===== config.mk =====
export PLATFORM = sky130hd
export DESIGN_NAME = pcx_rle_decoder
export DESIGN_NICKNAME = d
export VERILOG_FILES = /design/src/design/pcx_pkg.sv /design/src/design/pcx_rle_decoder.sv /design/src/design/pcx_ctrl.sv /design/src/design/pcx_dpath.sv
export SDC_FILE = /design/constraint.sdc
export NUM_CORES = 1
export LEC_CHECK = 0
export BUFFER_PORTS_ARGS = -buffer_cell sky130_fd_sc_hd__buf_2
export CAP_MARGIN = 20
export CORE_MARGIN = 1
export CORE_UTILIZATION = 36
export DETAILED_ROUTE_END_ITERATION = 16
export GPL_TIMING_DRIVEN = 0
export PLACE_DENSITY_LB_ADDON = 0.1
export SLEW_MARGIN = 20
export SYNTH_ARGS = -nofsm -noshare
export SYNTH_HDL_FRONTEND = slang
export SYNTH_SLANG_ARGS = --single-unit
export TNS_END_PERCENT = 10

===== constraint.sdc =====
create_clock -name clk_i -period 4.2 [get_ports clk_i]
set_input_delay 1.05 -clock clk_i [delete_from_list [all_inputs] [get_ports clk_i]]
set_output_delay 1.05 -clock clk_i [all_outputs]
set_load 0.02 [all_outputs]

===== src/design/pcx_pkg.sv =====
// ----------------------------------------------------------------------------
// pcx_pkg: shared types and constants of the PCX run-length decoder
// Field widths, result and phase codes, controller states and the command
// and status structs that join the controller to the datapath.
// ----------------------------------------------------------------------------
package pcx_pkg;

  // Field and counter widths
  localparam int unsigned ImgW   = 25;        // image byte count and bytes written
  localparam int unsigned RemW   = ImgW + 1;  // remaining bytes with borrow bit
  localparam int unsigned CntW   = 6;         // run length
  localparam int unsigned ColorW = 9;         // distinct colors, 0..256
  localparam int unsigned NColor = 256;

  // Count byte marker and repeat field
  localparam logic [7:0]      RunMark = 8'hC0;
  localparam logic [CntW-1:0] RunMask = 6'h3F;

  // Result kinds
  typedef enum logic [1:0] {
    KIND_PIXEL   = 2'd0,
    KIND_DONE    = 2'd1,
    KIND_OVERRUN = 2'd2,
    KIND_SHORT   = 2'd3
  } kind_e;

  // Image phase
  typedef enum logic [1:0] {
    PHASE_ACTIVE   = 2'd0,
    PHASE_COMPLETE = 2'd1,
    PHASE_ERROR    = 2'd2
  } phase_e;

  // Controller states
  typedef enum logic [2:0] {
    ST_IDLE,
    ST_EVAL,
    ST_DECODE,
    ST_RUN,
    ST_TAIL
  } state_e;

  // Commands from controller to datapath
  typedef struct packed {
    logic   capture;     // latch the accepted request
    logic   calc_rem;    // compute remaining image bytes
    logic   clear;       // start a new image
    logic   start;       // decode the byte and load the pixel count
    logic   step_pixel;  // one pixel sent: advance counters
    logic   drop_run;    // drop a held repeat count
    logic   phase_wr;
    phase_e phase_val;
    logic   emit;        // load the output register
    kind_e  emit_kind;
    logic   emit_last;
  } ctrl_t;

  // Status from datapath to controller
  typedef struct packed {
    logic op;            // 1 for a data byte, 0 for a new image
    logic eob;
    logic active;        // phase is active
    logic full;          // no room left on arrival
    logic fits;          // the pending run fits the image
    logic cnt_zero;
    logic cnt_one;
    logic rem_zero;
    logic rem_one;
    logic out_free;      // output register can take a result
  } stat_t;

endpackage


===== src/design/pcx_rle_decoder.sv =====
// ----------------------------------------------------------------------------
// pcx_rle_decoder: PCX run-length decoder with used-color count
// Expands a compressed PCX byte stream into bitmap bytes.
// ----------------------------------------------------------------------------
// Requests (op_i, data_byte_i, end_of_buffer_i) are taken when in_valid_i is
// high and in_stall_o is low; op 0 starts a new image, op 1 carries a byte.
// Results (kind_o, pixel_byte_o, last_o, colors_used_o) are taken when
// out_valid_o is high and out_stall_i is low; last_o marks the final result
// of a request. image_bytes is written through cfg_we_i / cfg_wdata_i; the
// user must write it only while the block is idle; the block does not check.
// One request is worked on at a time by the controller sequence. A request
// holds in_stall_o from accept until the controller is idle again. It goes
// through the evaluate and decode states; a new-image or ignored request, or
// a byte that finds the image already full, returns to idle from decode, and
// any other byte goes on through the pixel loop and the tail state. A full
// image result is loaded in decode, each pixel in the pixel loop and a
// closing result in the tail state. Each pixel of a run costs one cycle of
// the pixel loop unless the receiver stalls; the run state is re-evaluated
// once per request. A receiver stall holds the output register and pauses
// the pixel loop; no result is lost. Reset clears the run state, counters,
// phase and color map at once and sets image_bytes to 1; the block is ready.
// ----------------------------------------------------------------------------
module pcx_rle_decoder (
  input  logic                        clk_i,
  input  logic                        rst_ni,
  // configuration
  input  logic                        cfg_we_i,
  input  logic [pcx_pkg::ImgW-1:0]    cfg_wdata_i,
  // request channel
  input  logic                        in_valid_i,
  output logic                        in_stall_o,
  input  logic                        op_i,
  input  logic [7:0]                  data_byte_i,
  input  logic                        end_of_buffer_i,
  // result channel
  output logic                        out_valid_o,
  input  logic                        out_stall_i,
  output logic [1:0]                  kind_o,
  output logic [7:0]                  pixel_byte_o,
  output logic                        last_o,
  output logic [pcx_pkg::ColorW-1:0]  colors_used_o
);

  pcx_pkg::ctrl_t cmd;
  pcx_pkg::stat_t sts;

  // Controller
  pcx_ctrl u_ctrl (
    .clk_i      (clk_i),
    .rst_ni     (rst_ni),
    .in_valid_i (in_valid_i),
    .in_stall_o (in_stall_o),
    .sts_i      (sts),
    .cmd_o      (cmd)
  );

  // Datapath
  pcx_dpath u_dpath (
    .clk_i           (clk_i),
    .rst_ni          (rst_ni),
    .cfg_we_i        (cfg_we_i),
    .cfg_wdata_i     (cfg_wdata_i),
    .op_i            (op_i),
    .data_byte_i     (data_byte_i),
    .end_of_buffer_i (end_of_buffer_i),
    .out_valid_o     (out_valid_o),
    .out_stall_i     (out_stall_i),
    .kind_o          (kind_o),
    .pixel_byte_o    (pixel_byte_o),
    .last_o          (last_o),
    .colors_used_o   (colors_used_o),
    .cmd_i           (cmd),
    .sts_o           (sts)
  );

endmodule


===== src/design/pcx_ctrl.sv =====
// ----------------------------------------------------------------------------
// pcx_ctrl: decoder controller
// Sequences one request at a time: evaluate room left, decode the byte,
// send its pixels, then send the closing result, if any.
// ----------------------------------------------------------------------------
module pcx_ctrl (
  input  logic            clk_i,
  input  logic            rst_ni,
  input  logic            in_valid_i,
  output logic            in_stall_o,
  input  pcx_pkg::stat_t  sts_i,
  output pcx_pkg::ctrl_t  cmd_o
);

  pcx_pkg::state_e state_q, state_d;

  // State register
  always_ff @(posedge clk_i or negedge rst_ni) begin
    if (!rst_ni) begin
      state_q <= pcx_pkg::ST_IDLE;
    end else begin
      state_q <= state_d;
    end
  end

  // Next state and commands
  always_comb begin
    state_d          = state_q;
    in_stall_o       = 1'b1;
    cmd_o.capture    = 1'b0;
    cmd_o.calc_rem   = 1'b0;
    cmd_o.clear      = 1'b0;
    cmd_o.start      = 1'b0;
    cmd_o.step_pixel = 1'b0;
    cmd_o.drop_run   = 1'b0;
    cmd_o.phase_wr   = 1'b0;
    cmd_o.phase_val  = pcx_pkg::PHASE_ACTIVE;
    cmd_o.emit       = 1'b0;
    cmd_o.emit_kind  = pcx_pkg::KIND_PIXEL;
    cmd_o.emit_last  = 1'b0;

    unique case (state_q)
      pcx_pkg::ST_IDLE: begin
        in_stall_o = 1'b0;
        if (in_valid_i) begin
          cmd_o.capture = 1'b1;
          state_d       = pcx_pkg::ST_EVAL;
        end
      end

      pcx_pkg::ST_EVAL: begin
        cmd_o.calc_rem = 1'b1;
        state_d        = pcx_pkg::ST_DECODE;
      end

      pcx_pkg::ST_DECODE: begin
        if (!sts_i.op) begin
          cmd_o.clear = 1'b1;
          state_d     = pcx_pkg::ST_IDLE;
        end else if (!sts_i.active) begin
          state_d = pcx_pkg::ST_IDLE;
        end else if (sts_i.full) begin
          // Image already full on arrival: report completion
          if (sts_i.out_free) begin
            cmd_o.emit      = 1'b1;
            cmd_o.emit_kind = pcx_pkg::KIND_DONE;
            cmd_o.emit_last = 1'b1;
            cmd_o.phase_wr  = 1'b1;
            cmd_o.phase_val = pcx_pkg::PHASE_COMPLETE;
            state_d         = pcx_pkg::ST_IDLE;
          end
        end else begin
          cmd_o.start = 1'b1;
          state_d     = pcx_pkg::ST_RUN;
        end
      end

      pcx_pkg::ST_RUN: begin
        if (sts_i.cnt_zero) begin
          state_d = pcx_pkg::ST_TAIL;
        end else if (sts_i.out_free) begin
          // Last pixel is final only when nothing follows it
          cmd_o.emit       = 1'b1;
          cmd_o.emit_kind  = pcx_pkg::KIND_PIXEL;
          cmd_o.emit_last  = sts_i.cnt_one & sts_i.fits & !sts_i.rem_one & !sts_i.eob;
          cmd_o.step_pixel = 1'b1;
        end
      end

      pcx_pkg::ST_TAIL: begin
        if (!sts_i.fits) begin
          if (sts_i.out_free) begin
            cmd_o.emit      = 1'b1;
            cmd_o.emit_kind = pcx_pkg::KIND_OVERRUN;
            cmd_o.emit_last = 1'b1;
            cmd_o.phase_wr  = 1'b1;
            cmd_o.phase_val = pcx_pkg::PHASE_ERROR;
            state_d         = pcx_pkg::ST_IDLE;
          end
        end else if (sts_i.rem_zero) begin
          if (sts_i.out_free) begin
            cmd_o.emit      = 1'b1;
            cmd_o.emit_kind = pcx_pkg::KIND_DONE;
            cmd_o.emit_last = 1'b1;
            cmd_o.phase_wr  = 1'b1;
            cmd_o.phase_val = pcx_pkg::PHASE_COMPLETE;
            cmd_o.drop_run  = 1'b1;
            state_d         = pcx_pkg::ST_IDLE;
          end
        end else if (sts_i.eob) begin
          if (sts_i.out_free) begin
            cmd_o.emit      = 1'b1;
            cmd_o.emit_kind = pcx_pkg::KIND_SHORT;
            cmd_o.emit_last = 1'b1;
            cmd_o.phase_wr  = 1'b1;
            cmd_o.phase_val = pcx_pkg::PHASE_ERROR;
            cmd_o.drop_run  = 1'b1;
            state_d         = pcx_pkg::ST_IDLE;
          end
        end else begin
          state_d = pcx_pkg::ST_IDLE;
        end
      end

      default: begin
        state_d = pcx_pkg::ST_IDLE;
      end
    endcase
  end

endmodule


===== src/design/pcx_dpath.sv =====
// ----------------------------------------------------------------------------
// pcx_dpath: decoder datapath
// Holds the image byte count, run state, byte counters, used-color map and
// the output register; acts on commands from the controller.
// ----------------------------------------------------------------------------
module pcx_dpath (
  input  logic                         clk_i,
  input  logic                         rst_ni,
  // configuration
  input  logic                         cfg_we_i,
  input  logic [pcx_pkg::ImgW-1:0]     cfg_wdata_i,
  // request payload
  input  logic                         op_i,
  input  logic [7:0]                   data_byte_i,
  input  logic                         end_of_buffer_i,
  // result channel
  output logic                         out_valid_o,
  input  logic                         out_stall_i,
  output logic [1:0]                   kind_o,
  output logic [7:0]                   pixel_byte_o,
  output logic                         last_o,
  output logic [pcx_pkg::ColorW-1:0]   colors_used_o,
  // controller link
  input  pcx_pkg::ctrl_t               cmd_i,
  output pcx_pkg::stat_t               sts_o
);

  logic [pcx_pkg::ImgW-1:0]   image_q;
  logic [pcx_pkg::ImgW-1:0]   written_q;
  logic [pcx_pkg::RemW-1:0]   rem_q;
  logic                       pending_q;
  logic [pcx_pkg::CntW-1:0]   run_len_q;
  logic [pcx_pkg::CntW-1:0]   cnt_q;
  logic                       fits_q;
  pcx_pkg::phase_e            phase_q;
  logic [pcx_pkg::NColor-1:0] seen_q;
  logic [pcx_pkg::ColorW-1:0] count_q;

  logic                       op_q;
  logic [7:0]                 byte_q;
  logic                       eob_q;
  logic                       seen_rd_q;

  logic                       out_valid_q;
  pcx_pkg::kind_e             kind_q;
  logic [7:0]                 pixel_q;
  logic                       last_q;
  logic [pcx_pkg::ColorW-1:0] colors_q;

  logic                       is_count;
  logic                       fits_c;
  logic [pcx_pkg::CntW-1:0]   emit_cnt;
  logic                       mark_en;
  logic                       out_free;

  // Byte decode and run fit against the remaining room
  assign is_count = (byte_q & pcx_pkg::RunMark) == pcx_pkg::RunMark;
  assign fits_c   = {{(pcx_pkg::RemW-pcx_pkg::CntW){1'b0}}, run_len_q} <= rem_q;
  assign emit_cnt = fits_c ? run_len_q : rem_q[pcx_pkg::CntW-1:0];
  assign mark_en  = cmd_i.start & (pending_q ? fits_c : !is_count);
  assign out_free = !out_valid_q | !out_stall_i;

  // Configuration register
  always_ff @(posedge clk_i or negedge rst_ni) begin
    if (!rst_ni) begin
      image_q <= pcx_pkg::ImgW'(1);
    end else if (cfg_we_i) begin
      image_q <= cfg_wdata_i;
    end
  end

  // Capture the request and look up its color flag
  always_ff @(posedge clk_i) begin
    if (cmd_i.capture) begin
      op_q      <= op_i;
      byte_q    <= data_byte_i;
      eob_q     <= end_of_buffer_i;
      seen_rd_q <= seen_q[data_byte_i];
    end
  end

  // Remaining room and pixel count
  always_ff @(posedge clk_i) begin
    if (cmd_i.calc_rem) begin
      rem_q <= {1'b0, image_q} - {1'b0, written_q};
    end else if (cmd_i.step_pixel) begin
      rem_q <= rem_q - pcx_pkg::RemW'(1);
    end
    if (cmd_i.start) begin
      if (pending_q) begin
        cnt_q  <= emit_cnt;
        fits_q <= fits_c;
      end else begin
        cnt_q  <= is_count ? '0 : pcx_pkg::CntW'(1);
        fits_q <= 1'b1;
      end
    end else if (cmd_i.step_pixel) begin
      cnt_q <= cnt_q - pcx_pkg::CntW'(1);
    end
  end

  // Image state: run, counters, phase and color map
  always_ff @(posedge clk_i or negedge rst_ni) begin
    if (!rst_ni) begin
      pending_q <= 1'b0;
      run_len_q <= '0;
      written_q <= '0;
      phase_q   <= pcx_pkg::PHASE_ACTIVE;
      seen_q    <= '0;
      count_q   <= '0;
    end else if (cmd_i.clear) begin
      pending_q <= 1'b0;
      run_len_q <= '0;
      written_q <= '0;
      phase_q   <= pcx_pkg::PHASE_ACTIVE;
      seen_q    <= '0;
      count_q   <= '0;
    end else begin
      if (cmd_i.start) begin
        if (pending_q) begin
          pending_q <= 1'b0;
          run_len_q <= '0;
        end else if (is_count) begin
          pending_q <= 1'b1;
          run_len_q <= byte_q[pcx_pkg::CntW-1:0] & pcx_pkg::RunMask;
        end
      end else if (cmd_i.drop_run) begin
        pending_q <= 1'b0;
        run_len_q <= '0;
      end
      if (mark_en && !seen_rd_q) begin
        seen_q[byte_q] <= 1'b1;
        count_q        <= count_q + pcx_pkg::ColorW'(1);
      end
      if (cmd_i.step_pixel) begin
        written_q <= written_q + pcx_pkg::ImgW'(1);
      end
      if (cmd_i.phase_wr) begin
        phase_q <= cmd_i.phase_val;
      end
    end
  end

  // Output register: hold while stalled, load on emit
  always_ff @(posedge clk_i or negedge rst_ni) begin
    if (!rst_ni) begin
      out_valid_q <= 1'b0;
    end else if (cmd_i.emit) begin
      out_valid_q <= 1'b1;
    end else if (!out_stall_i) begin
      out_valid_q <= 1'b0;
    end
  end

  always_ff @(posedge clk_i) begin
    if (cmd_i.emit) begin
      kind_q   <= cmd_i.emit_kind;
      pixel_q  <= (cmd_i.emit_kind == pcx_pkg::KIND_PIXEL) ? byte_q : 8'h00;
      last_q   <= cmd_i.emit_last;
      colors_q <= count_q;
    end
  end

  assign out_valid_o   = out_valid_q;
  assign kind_o        = kind_q;
  assign pixel_byte_o  = pixel_q;
  assign last_o        = last_q;
  assign colors_used_o = colors_q;

  // Status to the controller
  assign sts_o.op       = op_q;
  assign sts_o.eob      = eob_q;
  assign sts_o.active   = phase_q == pcx_pkg::PHASE_ACTIVE;
  assign sts_o.full     = rem_q[pcx_pkg::RemW-1] | (rem_q == '0);
  assign sts_o.fits     = fits_q;
  assign sts_o.cnt_zero = cnt_q == '0;
  assign sts_o.cnt_one  = cnt_q == pcx_pkg::CntW'(1);
  assign sts_o.rem_zero = rem_q == '0;
  assign sts_o.rem_one  = rem_q == pcx_pkg::RemW'(1);
  assign sts_o.out_free = out_free;

  // A pixel is sent only with count left and room in the image
  a_pixel_room: assert property (@(posedge clk_i) disable iff (!rst_ni)
    cmd_i.step_pixel |-> (cnt_q != '0) && (rem_q != '0) && !rem_q[pcx_pkg::RemW-1])
    else $error("pixel sent without count or room");

  // A waiting result is never overwritten
  a_no_overwrite: assert property (@(posedge clk_i) disable iff (!rst_ni)
    cmd_i.emit |-> out_free)
    else $error("result loaded over a stalled one");

  // Color count never exceeds the number of byte values
  a_color_range: assert property (@(posedge clk_i) disable iff (!rst_ni)
    count_q <= pcx_pkg::ColorW'(pcx_pkg::NColor))
    else $error("color count out of range");

endmodule


==> results of run 1 <==
per-stage QoR:
stage	utilization, %	setup WS [ns]
floorplan	-	0.399
global placement	38.7	-4.49
detailed placement	39.0	-1.25
CTS	42.1	0.147
global route	42.2	0.0294
finish	42.2	0.162
power by group:
part	switching, mW	total, mW	internal (mW)
clock	1.67	4.31	2.64
sequential	0.314	4.68	4.36
combinational	1.67	2.43	0.753
total	3.65	11.4	7.75
kinds of logic (layout without fill, tap and decap cells):
logic type               count (synthesis)  count (layout)  synth area share [%]
flip-flops                             392             392                  52.6
AND/OR/NAND/NOR                        592             592                  14.6
AO/OA/AOI/OAI                          392             392                  11.9
adder cells (fa/ha/maj)                 39              39                  2.57
XOR/XNOR                                73              73                  3.32
multiplexers                           114             114                  11.4
buffers and inverters                  158             308                  3.52
final cells by class:
type | instances | area [um2] | share of cell area, %
plain buffers | 112 | 515 | 2.32
clock buffers | 65 | 1410 | 6.33
clock inverters | 19 | 230 | 1.04
inverters | 45 | 169 | 0.760
multi-input cells | 1210 | 8460 | 38.1
flip-flops and latches | 392 | 10100 | 45.6
well taps | 688 | 861 | 3.88
repair buffers | 67 | 444 | 2.00
Yosys cell counts, types with 12 or more instances:
cell type	instances
clkbuf_1	85
nand2b_1	15
buf_2	15
xnor2_1	48
nor2b_1	12
nor3_1	28
inv_1	44
a21oi_2	40
o21ai_0	74
ha_1	38
a21oi_1	222
nand3_1	23
xor2_1	25
mux4_2	82
dfrtp_1	327
mux2_2	28
nor2_1	305
a21o_1	12
nand4_1	12
edfxtp_1	64
nand2_1	121
flip-flops by register name, summed over array words and instances, names as in the netlist, 6 cells and up:
| register | count |
|---|---|
| u_dpath.rem_q | 26 |
| u_dpath.image_q | 25 |
| u_dpath.seen_q | 256 |
| u_dpath.cnt_q | 6 |
| u_dpath.count_q | 9 |
| u_dpath.pixel_byte_o | 8 |
| u_dpath.byte_q | 8 |
| u_dpath.written_q | 25 |
| u_dpath.run_len_q | 6 |
| u_dpath.colors_used_o | 9 |
layer usage:
metal	track usage (%)	vias to the layer above	wire, um
met1	28.1	7001	24400
li1	-	6448	-
met3	3.31	95	2430
met4	6.78	0	1580
met5	0	-	0
met2	34.6	303	27100
final timing paths:
kind	end	cells after the start	from	slack (ns)
min in group clk_i	u_dpath.seen_q[66]	2	u_dpath.seen_q[66]	0.48
setup / recovery	u_dpath.seen_rd_q	9	data_byte_i[0]	0.16
hold reg to reg	u_dpath.seen_q[66]	2	u_dpath.seen_q[66]	0.48
hold / removal	u_dpath.written_q[12]	1	rst_ni	0.37
setup reg to reg	u_dpath.rem_q[22]	12	u_dpath.image_q[0]	0.51
max in group asynchronous	u_dpath.seen_q[206]	4	rst_ni	2.30
repair_timing:
action | 4_1_cts | 5_1_grt
endpoints found under the setup margin | 1 | 0
resized for setup | 4 | 0
hold buffers | 0 | 0
==> flow_summary.ini, run 1 <==
[status]
status = finished clean

[route]
first_pass_iters = 5
vias = 13800
initialDrtViolationCount = 844
wl_um = 55500
wl_per_cell_um = 21.4
vias_per_cell = 5.33
post-route-drc-count = 0
antenna_left = 0

[critical_path]
worstPathCellList = buf_2 > buf_4 > buf_2 > buf_2 > mux4_2 > mux4_2 > a22oi_1 > nand2_1 > mux4_2
critical-path-top-delay-family = multiplexers
crit_required_ns = 4.51
setup.worst_path.class = in2reg
worstSetupEndpointType = flop
startpoint_type = primary input
cp_slowest_cell = mux4_2
path_max_fanout = 10
slowest_delay_ns = 0.59
cp.arrival_ns = 4.35
crit_buf_inv = 4

[die]
core-area_um2 = 52700
dieHeight_um = 233
io_pins = 62
die_w_um = 233
rows = 84
initial_core_util_pct = 36.5
die-area_um2 = 54400

[grt]
first_global_vias = 13900
grt_max_degree = 95
grt_antenna_before_repair = 0
grt.overflow.total = 0
grt_pass1_wl_um = 85700
grt_usage_pct = 21.0

[clocking]
cts_root_buf = clkbuf_16
cts_max_path_buffers = 3
clkSlewWorstSetupHoldPaths_ns = 0.06
cts_tree = done
cts.sinks = 392
clock_latency_ns = 0.58
cts_buffers = 46
post_cts_buffers = 0
htree_num_levels = 2

[logic_synthesis]
synth_ff_type = dfrtp_1
synth.cell_area_um2 = 19200
syn_avg_cell_area_um2 = 10.9
synth.distinct_cells = 66
synth-async-reset-ratio_pct = 83.7
synth_top_area_share_pct = 42.5
synth_seq_cells = 392
syn_nets = 1839
synthCells = 1760
yosysSeqAreaShare_pct = 52.6
synth_edf_count = 64
synth.largest_area_cell = dfrtp_1
synth_warnings = 0
synth_area_leaders = dfrtp_1 (43%), edfxtp_1 (10%), mux4_2 (9.6%)

[power]
power_density_nw_per_um2 = 514
power.leakage_nw = 9.77
total_power_mw = 11.4
vdd_drop_max_v = 0.000296

[job]
max_cap_violations = 0

[placed_design]
placedCellCount = 2514
finalWeightedCongestion = 0.820
hpwl_um = 38700
port_buffers = 60
postPlaceCellArea_um2 = 20600

[layout]
stdcell_count = 2598
antennaDiodeCount = 0
final_common_cell = dfrtp_1
area_growth_pct = 15.4
drive_gt1_share_pct = 18.9
final_nets = 1953
fill_cells = 5008
final_cell_mix = dfrtp_1 (327), nor2_1 (304), a21oi_1 (222), nand2_1 (120), clkbuf_1 (85)
fin_area_um2 = 22200

[timing]
period_share_pct = 96.2
fmax_mhz = 248
worst_pin_slew_ns = 1.09
hold_ws_ns = 0.375
setup_viol = 0
hold_viol = 0
skew_ns = 0.0213
maxSlewViolCount = 0
relSlewSlack_pct = 27.4
fin_tns_setup_ns = 0
min_period_ns = 4.04
rsz0062_at_grt = no

[min_path]
min_path_type = in2async
(Power assumes the default switching activity.)
==> run 2, diff against run 1 <==
Settings changed: CORE_MARGIN 1 to 2, PLACE_DENSITY_LB_ADDON 0.1 to default.
==> run 2 against run 1 <==
Net effect:
- via count grew 2.6%
- maximum frequency increased by 1.6%
- first-iteration DRC count up 66%
- wire length shrank 5.3%
- core utilization decreased by 0.45 points
- final area decreased by 1.1%
- largest power group unchanged
==> flow_summary.ini, run 2 (synthesis results as in run 1) <==
[job]
max_cap_violations = 0

[route]
wl_um = 52500
post-route-drc-count = 0
wl_per_cell_um = 20.3
initialDrtViolationCount = 1405
vias_per_cell = 5.49
antenna_left = 0
vias = 14200
first_pass_iters = 5

[timing]
setup_viol = 0
maxSlewViolCount = 0
min_period_ns = 3.97
worst_pin_slew_ns = 1.10
hold_viol = 0
period_share_pct = 94.6
skew_ns = 0.0278
rsz0062_at_grt = no
fmax_mhz = 252
relSlewSlack_pct = 26.9
layout_setup_ws_ns = 0.227

[critical_path]
startpoint_type = primary input
setup.worst_path.class = in2reg
worstSetupEndpointType = flop
r2r-end = u_dpath.rem_q[22]
worstPathCellList = buf_2 > buf_4 > buf_2 > clkbuf_4 > mux4_2 > mux4_2 > a22oi_1 > nand2_1 > mux4_2
cp_slowest_cell = mux4_2
cpMostUsedCell = mux4_2
cp.arrival_ns = 4.29
r2r_setup_slack_ns = 0.57
worst_r2r_path_depth = 12
reg2reg_from = u_dpath.image_q[0]
path_max_fanout = 10
crit_required_ns = 4.52
slowest_delay_ns = 0.58

[grt]
grt_pass1_wl_um = 82900
grt_antenna_before_repair = 0
grtUsageMet1_pct = 27.1
grt_usage_pct = 19.1
grt_max_degree = 101
met2_usage_pct = 29.7
top_usage_layer = met2
grt.overflow.total = 0
met3_usage_pct = 3.21
first_global_vias = 14100

[die]
initial_core_util_pct = 36.5
die_w_um = 235
die-area_um2 = 55300
core-area_um2 = 52700
rows = 84
io_pins = 62
dieHeight_um = 235

[placed_design]
hpwl_um = 36200
port_buffers = 60
dp_slack_ns = -1.21
placedCellCount = 2512
finalWeightedCongestion = 0.827

[clocking]
htree_num_levels = 2
cts_max_path_buffers = 3
cts.sinks = 392
clkSlewWorstSetupHoldPaths_ns = 0.06
clock_latency_ns = 0.59
cts_tree = done
cts_root_buf = clkbuf_16
post_cts_buffers = 0
cts_buffers = 43

[min_path]
min_path_type = in2async

[layout]
final_common_cell = dfrtp_1
post-route-util_pct = 41.7
stdcell_count = 2590
drive_gt1_share_pct = 18.2
final_nets = 1947
antennaDiodeCount = 0
final_cell_mix = dfrtp_1 (327), nor2_1 (304), a21oi_1 (222), nand2_1 (120), clkbuf_1 (89)
top_regs = u_dpath.seen_q (256), u_dpath.rem_q (26)
largest_register_ff_count = 256
area_growth_pct = 14.2
largest-register = u_dpath.seen_q

[power]
power_density_nw_per_um2 = 498
power.leakage_nw = 9.65
vdd_drop_max_v = 0.000256

[status]
status = finished clean
## run 2: changes by cell type in the layout (fill, tap and decap cells not counted), moves of 3 or more
cell | previous run | this run
clkbuf_16 | 49 | 43
clkbuf_4 | 0 | 3
clkinv_2 | 10 | 6
buf_2 | 75 | 72
clkbuf_1 | 85 | 89
bufinv_16 | 5 | 2
## run 2: worst max-delay path by stage
stage | from | end | slack, ns | depth (start not counted)
2_1_floorplan | data_byte_i[1] | u_dpath.seen_rd_q | 0.40 | 8
3_3_place_gp | rst_ni | u_dpath.image_q[21] | -4.03 | 1
3_5_place_dp | data_byte_i[1] | u_dpath.seen_rd_q | -1.21 | 9
4_1_cts | data_byte_i[0] | u_dpath.seen_rd_q | 0.12 | 9
5_1_grt | data_byte_i[0] | u_dpath.seen_rd_q | 0.09 | 9
6_report | data_byte_i[0] | u_dpath.seen_rd_q | 0.23 | 9
## run 2: repair_timing
action	CTS	global route
setup endpoints to repair	1	1
gates resized for setup	6	3
hold buffers	0	0
pin swaps	0	0
endpoints found under the hold margin	0	0
## run 2: final cells by class
type / count / area [um2]
Fill cell: 4985 / 30700
Multi-Input combinational cell: 1210 / 8450
Buffer: 112 / 526
Timing Repair Buffer: 64 / 398
Clock inverter: 14 / 163
Tap cell: 688 / 861
Clock buffer: 65 / 1280
Inverter: 45 / 169
Sequential cell: 392 / 10100
## run 2: layer usage
metal | share of wire (%) | vias up
met5 | 0 | -
met4 | 3.0 | 0
met3 | 6.6 | 101
met2 | 46 | 468
met1 | 44 | 7229
li1 | - | 6413
## run 2: power breakdown
part	internal [mW]	switching [mW]
logic	0.745	1.65
registers	4.36	0.316
clock network	2.25	1.63
## run 2: critical path, delay by kind of cell
kind | cells | cell delay, ns
buf+inv | 4 | 1.29
mux | 3 | 1.62
compound gates | 1 | 0.22
simple gates | 1 | 0.10
## run 2: per-stage QoR
| stage | hold WS [ns] | TNS [ns] | cell area (um2) | total power, mW |
|---|---|---|---|---|
| 2_1_floorplan | 0.434 | 0 | 19200 | 6.27 |
| 3_3_place_gp | 0.452 | -1304.17 | 20400 | 7.05 |
| 3_5_place_dp | 0.464 | -1.21 | 20500 | 7.12 |
| 4_1_cts | 0.413 | 0 | 22000 | 11.0 |
| 5_1_grt | 0.431 | 0 | 22000 | 11.5 |
| 6_report | 0.406 | 0 | 22000 | 10.9 |
